[src/rtl/rhsm_pkg.sv]
package rhsm_pkg;

    // Fixed widths of the configuration and the payload fields.
    localparam int CFG_IDX_W  = 2;
    localparam int CFG_DATA_W = 64;
    localparam int LEN_W      = 5;
    localparam int HASH_W     = 32;
    localparam int POS_W      = 32;
    localparam int BYTE_W     = 8;

    // The pattern registers hold at most sixteen bytes.
    localparam int PAT_BYTES  = 16;
    localparam int PAT_IDX_W  = 4;

    // Configuration register indexes.
    localparam logic [CFG_IDX_W-1:0] CFG_PATTERN_LENGTH = 2'd0;
    localparam logic [CFG_IDX_W-1:0] CFG_PATTERN_LOW    = 2'd1;
    localparam logic [CFG_IDX_W-1:0] CFG_PATTERN_HIGH   = 2'd2;

    typedef struct packed {
        logic [BYTE_W-1:0] text_byte;
        logic              end_of_text;
    } in_item_t;

    typedef struct packed {
        logic             match_found;
        logic [POS_W-1:0] match_start;
        logic             any_match;
        logic             text_done;
    } out_item_t;

endpackage

[src/rtl/rolling_hash_substring_matcher.sv]
// Channel   Direction  Handshake            Beat payload
// in        sink       in_valid / in_stall  text_byte, end_of_text
// out       source     out_valid/out_stall  match_found, match_start, any_match, text_done
// cfg       sink       cfg_write            cfg_index selects the register, cfg_data its value
//
// One text byte is taken per cycle while in_stall is low; its result is ready in the output register in the next cycle.
// The rolling hash update, the hash compare and the byte compare all sit between the input
// handshake and that register. After reset and after every configuration write, in_stall is
// high while one multiply-add step rebuilds the pattern hash and the window weight over the
// active pattern length (1 to 16), one pattern byte per cycle.
// A stalled output holds its beat, and once the sequencer is idle the input keeps flowing
// whenever the output register is empty or is being emptied in the same cycle.
module rolling_hash_substring_matcher #(
    parameter int MAX_PATTERN = 16,
    parameter int HASH_BASE   = 101
) (
    input  logic                                 clk,
    input  logic                                 rst_n,

    input  logic                                 in_valid,
    output logic                                 in_stall,
    input  rhsm_pkg::in_item_t                   in_data,

    output logic                                 out_valid,
    input  logic                                 out_stall,
    output rhsm_pkg::out_item_t                  out_data,

    input  logic                                 cfg_write,
    input  logic [rhsm_pkg::CFG_IDX_W-1:0]       cfg_index,
    input  logic [rhsm_pkg::CFG_DATA_W-1:0]      cfg_data
);

    import rhsm_pkg::*;

    // The longest usable pattern is bounded both by the window and by the pattern registers.
    localparam int LIM    = (MAX_PATTERN < PAT_BYTES) ? MAX_PATTERN : PAT_BYTES;
    localparam int IDX_W  = (MAX_PATTERN > 1) ? $clog2(MAX_PATTERN) : 1;
    localparam int FILL_W = $clog2(MAX_PATTERN + 1);
    localparam int CMP_W  = (FILL_W > LEN_W) ? FILL_W : LEN_W;
    localparam logic [HASH_W-1:0] BASE = HASH_W'(HASH_BASE);

    // The pattern sequencer is either finished or still folding pattern bytes in.
    typedef enum logic [1:0] {
        SEQ_IDLE = 2'b01,
        SEQ_LOAD = 2'b10
    } seq_state_t;

    // Configuration registers.
    logic [LEN_W-1:0]      cfg_len_reg;
    logic [CFG_DATA_W-1:0] cfg_low_reg;
    logic [CFG_DATA_W-1:0] cfg_high_reg;

    // Pattern sequencer.
    seq_state_t            seq_state_reg;
    seq_state_t            seq_state_next;
    logic [PAT_IDX_W-1:0]  seq_k_reg;
    logic [PAT_IDX_W-1:0]  seq_k_next;
    logic [HASH_W-1:0]     phash_reg;
    logic [HASH_W-1:0]     phash_next;
    logic [HASH_W-1:0]     topb_reg;
    logic [HASH_W-1:0]     topb_next;

    // Pattern bytes lined up against the window, newest window byte at entry 0.
    logic [BYTE_W-1:0]     exp_reg  [MAX_PATTERN];
    logic [BYTE_W-1:0]     exp_next [MAX_PATTERN];
    logic [MAX_PATTERN-1:0] mask_reg;
    logic [MAX_PATTERN-1:0] mask_next;

    // Per-text state.
    logic [BYTE_W-1:0]     store_reg  [MAX_PATTERN];
    logic [BYTE_W-1:0]     store_next [MAX_PATTERN];
    logic [HASH_W-1:0]     whash_reg;
    logic [HASH_W-1:0]     whash_next;
    logic [POS_W-1:0]      pos_reg;
    logic [POS_W-1:0]      pos_next;
    logic [FILL_W-1:0]     fill_reg;
    logic [FILL_W-1:0]     fill_next;
    logic                  seen_reg;
    logic                  seen_next;

    // Output register.
    logic                  out_valid_reg;
    logic                  out_valid_next;
    out_item_t             out_data_reg;
    out_item_t             out_data_next;

    logic [BYTE_W-1:0]     pat [PAT_BYTES];
    logic [LEN_W-1:0]      len;
    logic [LEN_W-1:0]      len_m1;
    logic [CMP_W-1:0]      len_c;
    logic                  in_fire;
    logic                  full_before;
    logic                  full_after;
    logic [HASH_W-1:0]     leave_prod;
    logic                  bytes_eq;
    logic                  hit;

    // The two pattern registers seen as one row of sixteen bytes.
    always_comb
    begin
        for (int k = 0; k < PAT_BYTES; k++)
        begin
            if (k < PAT_BYTES / 2)
            begin
                pat[k] = cfg_low_reg[BYTE_W*k +: BYTE_W];
            end
            else
            begin
                pat[k] = cfg_high_reg[BYTE_W*(k - PAT_BYTES / 2) +: BYTE_W];
            end
        end
    end

    // A length of zero counts as one, and anything past the limit is clipped.
    always_comb
    begin
        len = cfg_len_reg;
        if (len == '0)
        begin
            len = LEN_W'(1);
        end
        if (len > LEN_W'(LIM))
        begin
            len = LEN_W'(LIM);
        end
        len_m1 = len - LEN_W'(1);
        len_c  = CMP_W'(len);
    end

    always_ff @(posedge clk or negedge rst_n)
    begin
        if (!rst_n)
        begin
            cfg_len_reg  <= LEN_W'(1);
            cfg_low_reg  <= '0;
            cfg_high_reg <= '0;
        end
        else if (cfg_write)
        begin
            unique case (cfg_index)
                CFG_PATTERN_LENGTH: cfg_len_reg  <= cfg_data[LEN_W-1:0];
                CFG_PATTERN_LOW:    cfg_low_reg  <= cfg_data;
                CFG_PATTERN_HIGH:   cfg_high_reg <= cfg_data;
                default:            ;
            endcase
        end
    end

    // The sequencer builds the pattern hash by Horner's rule and, alongside it, BASE to the
    // power of the length. The window update uses that power directly, so the oldest byte's
    // weight is removed in the same step as the shift by BASE.
    always_comb
    begin
        seq_state_next = seq_state_reg;
        seq_k_next     = seq_k_reg;
        unique case (seq_state_reg)
            SEQ_IDLE:
            begin
                seq_k_next = '0;
            end
            SEQ_LOAD:
            begin
                if (seq_k_reg == PAT_IDX_W'(len_m1))
                begin
                    seq_state_next = SEQ_IDLE;
                    seq_k_next     = '0;
                end
                else
                begin
                    seq_k_next = seq_k_reg + PAT_IDX_W'(1);
                end
            end
            default:
            begin
                seq_state_next = SEQ_LOAD;
                seq_k_next     = '0;
            end
        endcase
        // A new write restarts the sweep against the updated registers.
        if (cfg_write)
        begin
            seq_state_next = SEQ_LOAD;
            seq_k_next     = '0;
        end
    end

    always_comb
    begin
        phash_next = ((seq_k_reg == '0) ? '0 : phash_reg) * BASE
                   + HASH_W'(pat[seq_k_reg]);
        topb_next  = ((seq_k_reg == '0) ? HASH_W'(1) : topb_reg) * BASE;
    end

    always_ff @(posedge clk or negedge rst_n)
    begin
        if (!rst_n)
        begin
            seq_state_reg <= SEQ_LOAD;
            seq_k_reg     <= '0;
        end
        else
        begin
            seq_state_reg <= seq_state_next;
            seq_k_reg     <= seq_k_next;
        end
    end

    always_ff @(posedge clk)
    begin
        if (seq_state_reg == SEQ_LOAD)
        begin
            phash_reg <= phash_next;
            topb_reg  <= topb_next;
        end
    end

    // Window entry j holds the byte that pattern byte len-1-j must equal. These registers
    // follow the configuration every cycle and settle while the sequencer holds the input off.
    always_comb
    begin
        logic [PAT_IDX_W-1:0] sel;
        sel = '0;
        for (int j = 0; j < MAX_PATTERN; j++)
        begin
            exp_next[j]  = '0;
            mask_next[j] = 1'b0;
            if (j < int'(len))
            begin
                sel          = PAT_IDX_W'(len_m1 - LEN_W'(j));
                exp_next[j]  = pat[sel];
                mask_next[j] = 1'b1;
            end
        end
    end

    always_ff @(posedge clk)
    begin
        exp_reg  <= exp_next;
        mask_reg <= mask_next;
    end

    assign in_fire  = in_valid && !in_stall;
    assign in_stall = (seq_state_reg != SEQ_IDLE) || (out_valid_reg && out_stall);

    // Rolling hash: drop the oldest byte's term once the window is full, then shift in the
    // new byte. The two products are independent and meet only in the final sum.
    assign full_before = CMP_W'(fill_reg) >= len_c;
    assign leave_prod  = full_before
                       ? HASH_W'(store_reg[IDX_W'(len_m1)]) * topb_reg
                       : '0;

    always_comb
    begin
        store_next[0] = in_data.text_byte;
        for (int j = 1; j < MAX_PATTERN; j++)
        begin
            store_next[j] = store_reg[j-1];
        end
        whash_next = whash_reg * BASE - leave_prod + HASH_W'(in_data.text_byte);
        fill_next  = (fill_reg < FILL_W'(MAX_PATTERN)) ? fill_reg + FILL_W'(1) : fill_reg;
    end

    assign full_after = CMP_W'(fill_next) >= len_c;

    // Entries beyond the pattern length are masked out of the compare.
    always_comb
    begin
        bytes_eq = 1'b1;
        for (int j = 0; j < MAX_PATTERN; j++)
        begin
            if (mask_reg[j] && (store_next[j] != exp_reg[j]))
            begin
                bytes_eq = 1'b0;
            end
        end
    end

    assign hit = full_after && (whash_next == phash_reg) && bytes_eq;

    always_comb
    begin
        pos_next  = pos_reg + POS_W'(1);
        seen_next = seen_reg || hit;
        out_data_next.match_found = hit;
        out_data_next.match_start = hit ? (pos_reg - POS_W'(len_m1)) : '0;
        out_data_next.any_match   = in_data.end_of_text && seen_next;
        out_data_next.text_done   = in_data.end_of_text;
    end

    // Window entries at or past the fill count never affect a result, so the store needs no clear.
    always_ff @(posedge clk)
    begin
        if (in_fire)
        begin
            store_reg <= store_next;
        end
    end

    always_ff @(posedge clk or negedge rst_n)
    begin
        if (!rst_n)
        begin
            whash_reg <= '0;
            pos_reg   <= '0;
            fill_reg  <= '0;
            seen_reg  <= 1'b0;
        end
        else if (in_fire)
        begin
            if (in_data.end_of_text)
            begin
                whash_reg <= '0;
                pos_reg   <= '0;
                fill_reg  <= '0;
                seen_reg  <= 1'b0;
            end
            else
            begin
                whash_reg <= whash_next;
                pos_reg   <= pos_next;
                fill_reg  <= fill_next;
                seen_reg  <= seen_next;
            end
        end
    end

    // The output register reloads on every accepted byte; in_stall already covers a full,
    // stalled register, so a held beat is never overwritten.
    assign out_valid_next = in_fire || (out_valid_reg && out_stall);

    always_ff @(posedge clk or negedge rst_n)
    begin
        if (!rst_n)
        begin
            out_valid_reg <= 1'b0;
        end
        else
        begin
            out_valid_reg <= out_valid_next;
        end
    end

    always_ff @(posedge clk)
    begin
        if (in_fire)
        begin
            out_data_reg <= out_data_next;
        end
    end

    assign out_valid = out_valid_reg;
    assign out_data  = out_data_reg;

endmodule

[config.mk]
export PLATFORM = sky130hd
export DESIGN_NAME = rolling_hash_substring_matcher
export DESIGN_NICKNAME = d
export VERILOG_FILES = /design/src/rtl/rhsm_pkg.sv /design/src/rtl/rolling_hash_substring_matcher.sv
export SDC_FILE = /design/constraint.sdc
export NUM_CORES = 2
export LEC_CHECK = 0
export BUFFER_PORTS_ARGS = -buffer_cell sky130_fd_sc_hd__buf_2
export CORE_UTILIZATION = 45
export DETAILED_ROUTE_END_ITERATION = 10
export GPL_TIMING_DRIVEN = 0
export REMOVE_ABC_BUFFERS = 1
export SLEW_MARGIN = 15
export SYNTH_ARGS = -nofsm -noshare
export SYNTH_HDL_FRONTEND = slang
export SYNTH_SLANG_ARGS = --single-unit
[constraint.sdc]
create_clock -name clk -period 13.5 [get_ports clk]
set_input_delay 2.025 -clock clk [delete_from_list [all_inputs] [get_ports clk]]
set_output_delay 2.025 -clock clk [all_outputs]
set_load 0.02 [all_outputs]
# After elaboration in Yosys (flattened, before gate mapping)
# Cells that the tools add are included.
[totals] ff_bits=581 inputBits=80 output_inout_bits=37 elab_cells=289
[op_classes] add_sub_neg=23 multipliers=4 magnitude_cmp=37 n_eq_ne=25 muxes=102 bitwise=17 reduce_logical=32
[op_table] operator="8-bit binary-select mux with 4-bit select" count=18
[op_table] operator="8-bit 2-to-1 mux" count=36
[op_table] operator="32-bit 2-to-1 mux" count=5
[op_table] operator="8-bit inequality test" count=16
[op_table] operator="32-bit by 7-bit multiplier with 32-bit output, second input constant" count=3
[op_table] operator="5-bit >= comparator, second input constant" count=17
[op_table] operator="4-bit inverter with 5-bit output" count=17
[op_table] operator="32-bit by 8-bit adder with 32-bit output" count=2
[op_table] operator="4-bit by 5-bit < comparator with 1-bit output, first input constant" count=8
[op_table] operator="1-bit 2-to-1 mux" count=33
[op_table] operator="32-bit by 1-bit adder with 32-bit output, second input constant" count=1
[op_table] operator="32-bit == test" count=1
[op_table] operator="8-bit by 32-bit multiplier with 32-bit output" count=1
[op_table] operator="32-bit subtractor" count=1
[op_table] operator="32-bit by 5-bit subtractor with 32-bit output" count=1
[op_table] operator="4-bit subtractor, second input constant" count=8
[op_table] operator="1-bit logical AND" count=21
[op_table] operator="3-bit by 5-bit < comparator with 1-bit output, first input constant" count=4
[op_table] operator="5-bit 2-to-1 mux" count=4
[op_table] operator="4-bit by 3-bit subtractor with 4-bit output, second input constant" count=4
[op_table] operator="4-bit 2-to-1 mux" count=3
[op_table] operator="5-bit >= comparator" count=2
[op_table] operator="1-bit by 5-bit < comparator with 1-bit output, first input constant" count=2
[op_table] operator="2-bit by 5-bit < comparator with 1-bit output, first input constant" count=2
[op_table] operator="21 further kinds" count=30

# Logic depth before layout (Yosys ltp)
[logic_depth] word_depth=21 depth_mapped=57 mapped_depth_nobuf=49

# Least setup slack after synthesis
# No wires, ideal clock.
[synth_path] kind="register -> register" start="reg cfg_len_reg[2]" end="reg out_data_reg, in the netlist out_data[24] (data pin)" setup_ns=0.140 arrival_time_ns=13.108 t_required_ns=13.360 path_slack_ns=0.251 stages_incl_launch_ff=53 path_buffers=8 synth_period_minus_slack_ns=13.249 path_cell_list="dfrtp_1 buf_6 or4_4 nand2_8 buf_12 buf_8 inv_1 clkbuf_1 clkbuf_1 ha_1 inv_2 buf_1 mux4_2 mux4_2 clkbuf_1 and2_1 fa_1 fa_1 (+17 left out) fa_1 fa_1 ha_1 ha_1 xor2_1 o211ai_1 a2111oi_0 nand4_1 nor4_1 o2111ai_1 nor4b_1 o211ai_1 nor4_1 nand4_1 nor4_1 nand4_4 buf_6 a21oi_2"
[synth_via] elab_chain_len=16 word_cells_on_any_way=19 classes_between="add/sub (4); mul (1); order compare (3); eq/ne (1); mux (6); bitwise (1); reduce/logical (3)"
[synth_rtl] element="start, declared" line="rolling_hash_substring_matcher.sv:49" source="logic [LEN_W-1:0] cfg_len_reg;"
[synth_rtl] element="start signal, assigned" line="rolling_hash_substring_matcher.sv:141" source="CFG_PATTERN_LENGTH: cfg_len_reg <= cfg_data[LEN_W-1:0];"
[synth_rtl] element="5-bit logical NOT" line="rolling_hash_substring_matcher.sv:118" source="if (len == '0)"
[synth_rtl] element="5-bit 2-to-1 mux *" line="rolling_hash_substring_matcher.sv:118"
[synth_rtl] element="5-bit greater-than comparator" line="rolling_hash_substring_matcher.sv:122" source="if (len > LEN_W'(LIM))"
[synth_rtl] element="5-bit 2-to-1 mux *" line="rolling_hash_substring_matcher.sv:122"
[synth_rtl] element="5-bit by 1-bit subtractor with 5-bit output" line="rolling_hash_substring_matcher.sv:126" source="len_m1 = len - LEN_W'(1);"
[synth_rtl] element="4-bit inverter with 5-bit output (not written as such)" line="rolling_hash_substring_matcher.sv:249" source="? HASH_W'(store_reg[IDX_W'(len_m1)]) * topb_reg"
[synth_rtl] element="8-bit binary-select mux with 4-bit select" line="rolling_hash_substring_matcher.sv:249"
[synth_rtl] element="8-bit 2-to-1 mux (not written as such) (2 in series)" line="rolling_hash_substring_matcher.sv:249"
[synth_rtl] element="8-bit by 32-bit multiplier with 32-bit output" line="rolling_hash_substring_matcher.sv:249"
[synth_rtl] element="32-bit 2-to-1 mux" line="rolling_hash_substring_matcher.sv:249"
[synth_rtl] element="32-bit subtractor" line="rolling_hash_substring_matcher.sv:259" source="whash_next = whash_reg * BASE - leave_prod + HASH_W'(in_data.text_byte);"
[synth_rtl] element="32-bit by 8-bit adder with 32-bit output" line="rolling_hash_substring_matcher.sv:259"
[synth_rtl] element="32-bit == test" line="rolling_hash_substring_matcher.sv:278" source="assign hit = full_after && (whash_next == phash_reg) && bytes_eq;"
[synth_rtl] element="1-bit logical AND (2 in series)" line="rolling_hash_substring_matcher.sv:278"
[synth_rtl] element="end signal, assigned" line="rolling_hash_substring_matcher.sv:347" source="out_data_reg <= out_data_next;"
[synth_rtl] element="end, declared" line="rolling_hash_substring_matcher.sv:84" source="out_item_t out_data_reg;"
# Every way passes the cells marked *; elsewhere a longest branch is shown, timed or not. The select of a mux whose other input is x is not followed.
# A chain may end at the register's enable or synchronous reset.

# Worst setup path after layout
[layout_path] start="reg cfg_len_reg[4]" end="reg out_data_reg, in the netlist out_data[28] (data pin)"
# Same word-level chain as after synthesis.

==> impl_results.md <==
- Worst-Margin Slew: approximately 1400 ps
- Largest net degree at the start of global routing: 94
- Worst setup SP type: register
- Die Height: about 330 um
- Post-route setup slack: 320 ps
- H-tree depth: 3
- Setup TNS: 0 ps
- Hold buffer count at CTS: 0
- Setup Skew: ~52 ps
- Die area: about 110,000 um2
- Area growth, synth to finish: 14.4%
- Syn Area/Cell: approximately 10 um2
- Number of flops mapped to enable cells by yosys: between 200 and 250
- DRT Wirelength: between 100,000 and 150,000 um
- Global route overflow: 0
- Cell area after synthesis: 48,500 um2
- Crit-path slowest cell: mux4_2
- First-pass DRT Iterations: 6
- Critical path endpoint category: register
- Slew Limit Fails: 0
- Total of max-cap violations: 0
- Total of fill cells in the finished design: around 9,800
- #FFs+latches synth: approximately 580
- WP data required: roughly 14,000 ps
- Delay-heaviest family, CP: adder cells
- Area leader, netlist: fa_1
- GRT Total Usage: 26.4%
- Sink Count: between 500 and 600
- Slowest stage delay, CP: between 600 and 700 ps
- Avg WL per Cell: about 22 um
- Vias in the first global route: around 35,000
- Ys async rst share: between 30% and 40%
- CTS tree: done
- Crit Path Class: register to register
- Hpwl dp: around 100,000 um
- Final setup vio count: 0
- Antenna viol nets, final: 0
- Via density: around 5.7
- Initial Utilization: a little under half
- Placement row count: 120
- Dpl ws: -4010 ps
- Fin. Hold Viols: 0
- Outcome: complete, no violations
- Total number of vias: 36,900
- Period utilisation layout: roughly 100%
- Min-Delay Path Class: register to register
- Critical Path AT: 13,670 ps
- Nets: roughly 5,800
- Relative slew margins: under 10%
- Most common cell on crit path: fa_1
- Clk root buf: clkbuf_16
- Top cells by area, synth: fa_1 14%, edfxtp_1 14%, dfrtp_1 11%
- Worst-path fanout max: 8
- Synthesis Warnings: 0
- Synth top area share: between 10% and 20%
- Fmax: 0.0759 GHz
- Die X: between 300 and 400 um
- Sequential share of the synthesized area: 30.9%
- Initial drt markers: roughly 3,300
- I/O pin count: about 120
- Cells after synthesis: approximately 4,900
- Post-route minimum period: around 13,000 ps
- Multi-input combinational cell area: roughly 31,000 um2
- Share of cells above drive strength 1: 14.3%
- Final GP Congestion: 0.939
- Latest clock arrival within the worst-skew pair: between 600 and 700 ps
- DRC: 0
- Flip-flop count of the largest register after layout: around 130
- Number of library cell types mapped by synthesis: 83
- Maximum clock path buffer count: 3
- First-pass GRT wire length: around 220,000 um
- Num CTS Buffers: 69
- Sequential cell area: 15,000 um2
- Clock Pin Slew Worst Setup and Hold Paths: ~60 ps
- Worst path bufs/invs: 13
- PortBufs: ~120
- Core area: approximately 110,000 um2
- Initial antenna violation count: 9
- Top FF cell, synth: edfxtp_1
[routing by layer]
layer	global-route usage (%)	part of all wire (%)	vias up
met5	0	0.0089	-
met4	8.40	3.3	2
met3	5.26	8.2	252
met2	40.3	45	1422
met1	37.6	44	18400
li1	-	-	16800
[cells by family (layout without fill, tap and decap cells)]
kind of cell	count (synthesis)	in the layout	synth area share, %
adder cells (fa/ha/maj)	675	675	22.8
flip-flops	581	581	30.9
buffers and inverters	807	986	6.43
AND/OR/NAND/NOR	1482	1486	14.7
other	0	5	0
XOR/XNOR	347	347	6.45
AO/OA/AOI/OAI	539	540	7.09
multiplexers	484	486	11.6
[worst register-to-register path, delay by kind of cell (launching register included)]
kind | cells | cell delay (ps)
adder cells (fa/ha/maj) | 11 | 4790
XOR/XNOR | 1 | 160
buffers and inverters | 13 | 1620
flip-flops | 1 | 560
multiplexers | 2 | 1000
AND/OR/NAND/NOR | 16 | 3650
AO/OA/AOI/OAI | 7 | 1240
[timing repair]
action,CTS,global route
hold endpoints to repair,0,0
setup buffers,45,48
setup endpoints to repair,46,35
gates resized for setup,68,86
cloned,15,10
pin swaps,26,50
[stage by stage]
step                      std cells  utilization (%)  hold slack, ps  cell area (um2)
final                          6509             51.9             498            55500
after detailed placement       6260             47.8             476            51100
after global placement         6217             46.7             474            49900
after global routing           6504             51.9             501            55400
after floorplan                4698                -             464            47600
after CTS                      6448             51.0             491            54500
[cell usage after synthesis (33+ instances only)]
cell type    n
nand2_1    709
inv_1      588
fa_1       350
ha_1       325
mux2i_1    296
xnor2_1    267
edfxtp_1   227
dfrtp_1    208
clkbuf_1   179
and3_1     173
and2_1     167
nor2_1     152
dfxtp_1    144
mux2_2     138
o21ai_0    126
a21oi_1    124
xor2_1      74
a31oi_1     62
mux4_2      49
nand4_1     48
nand3_1     45
nor2b_1     36
a211oi_1    34
a21o_1      33
[area by class of cell]
type	instances	share of cell area [%]
antenna	5	0.0226
clock inverter	34	0.754
clock buffer	94	3.49
inverter	590	4.13
sequential	581	27.0
timing repair buffer	265	4.93
tap	1403	3.17
multi-input combinational	3534	56.5
timing repair inverter	3	0.0564
[final timing paths]
check / from / to / slack (ps) / cells after the start
max: cfg_len_reg[4]$_DFFE_PN0P_ / out_data[28]$_SDFFCE_PN0P_ / 320 / 50
min: store_next[20]$_DFFE_PP_ / store_next[12]$_DFFE_PP_ / 500 / 0
max reg2reg: cfg_len_reg[4]$_DFFE_PN0P_ / out_data[28]$_SDFFCE_PN0P_ / 320 / 50
min reg2reg: store_next[20]$_DFFE_PP_ / store_next[12]$_DFFE_PP_ / 500 / 0
max in group asynchronous: rst_n / whash_reg[25]$_DFFE_PN0P_ / 11260 / 2
min in group asynchronous: rst_n / cfg_high_reg[20]$_DFFE_PN0P_ / 1300 / 1
[layout by cell type, fill, tap and decap left out, drive strengths merged, types with 167 or more instances in the layout]
cell type / count
fa: 350
inv: 598
edfxtp: 227
mux2i: 297
and3: 173
nand2: 713
ha: 325
and2: 167
buf: 249
dfrtp: 208
xnor2: 267
Power is left out: the tool's default activity adds up to more than one toggle a clock period on the data nets, which glitch-free logic cannot reach.
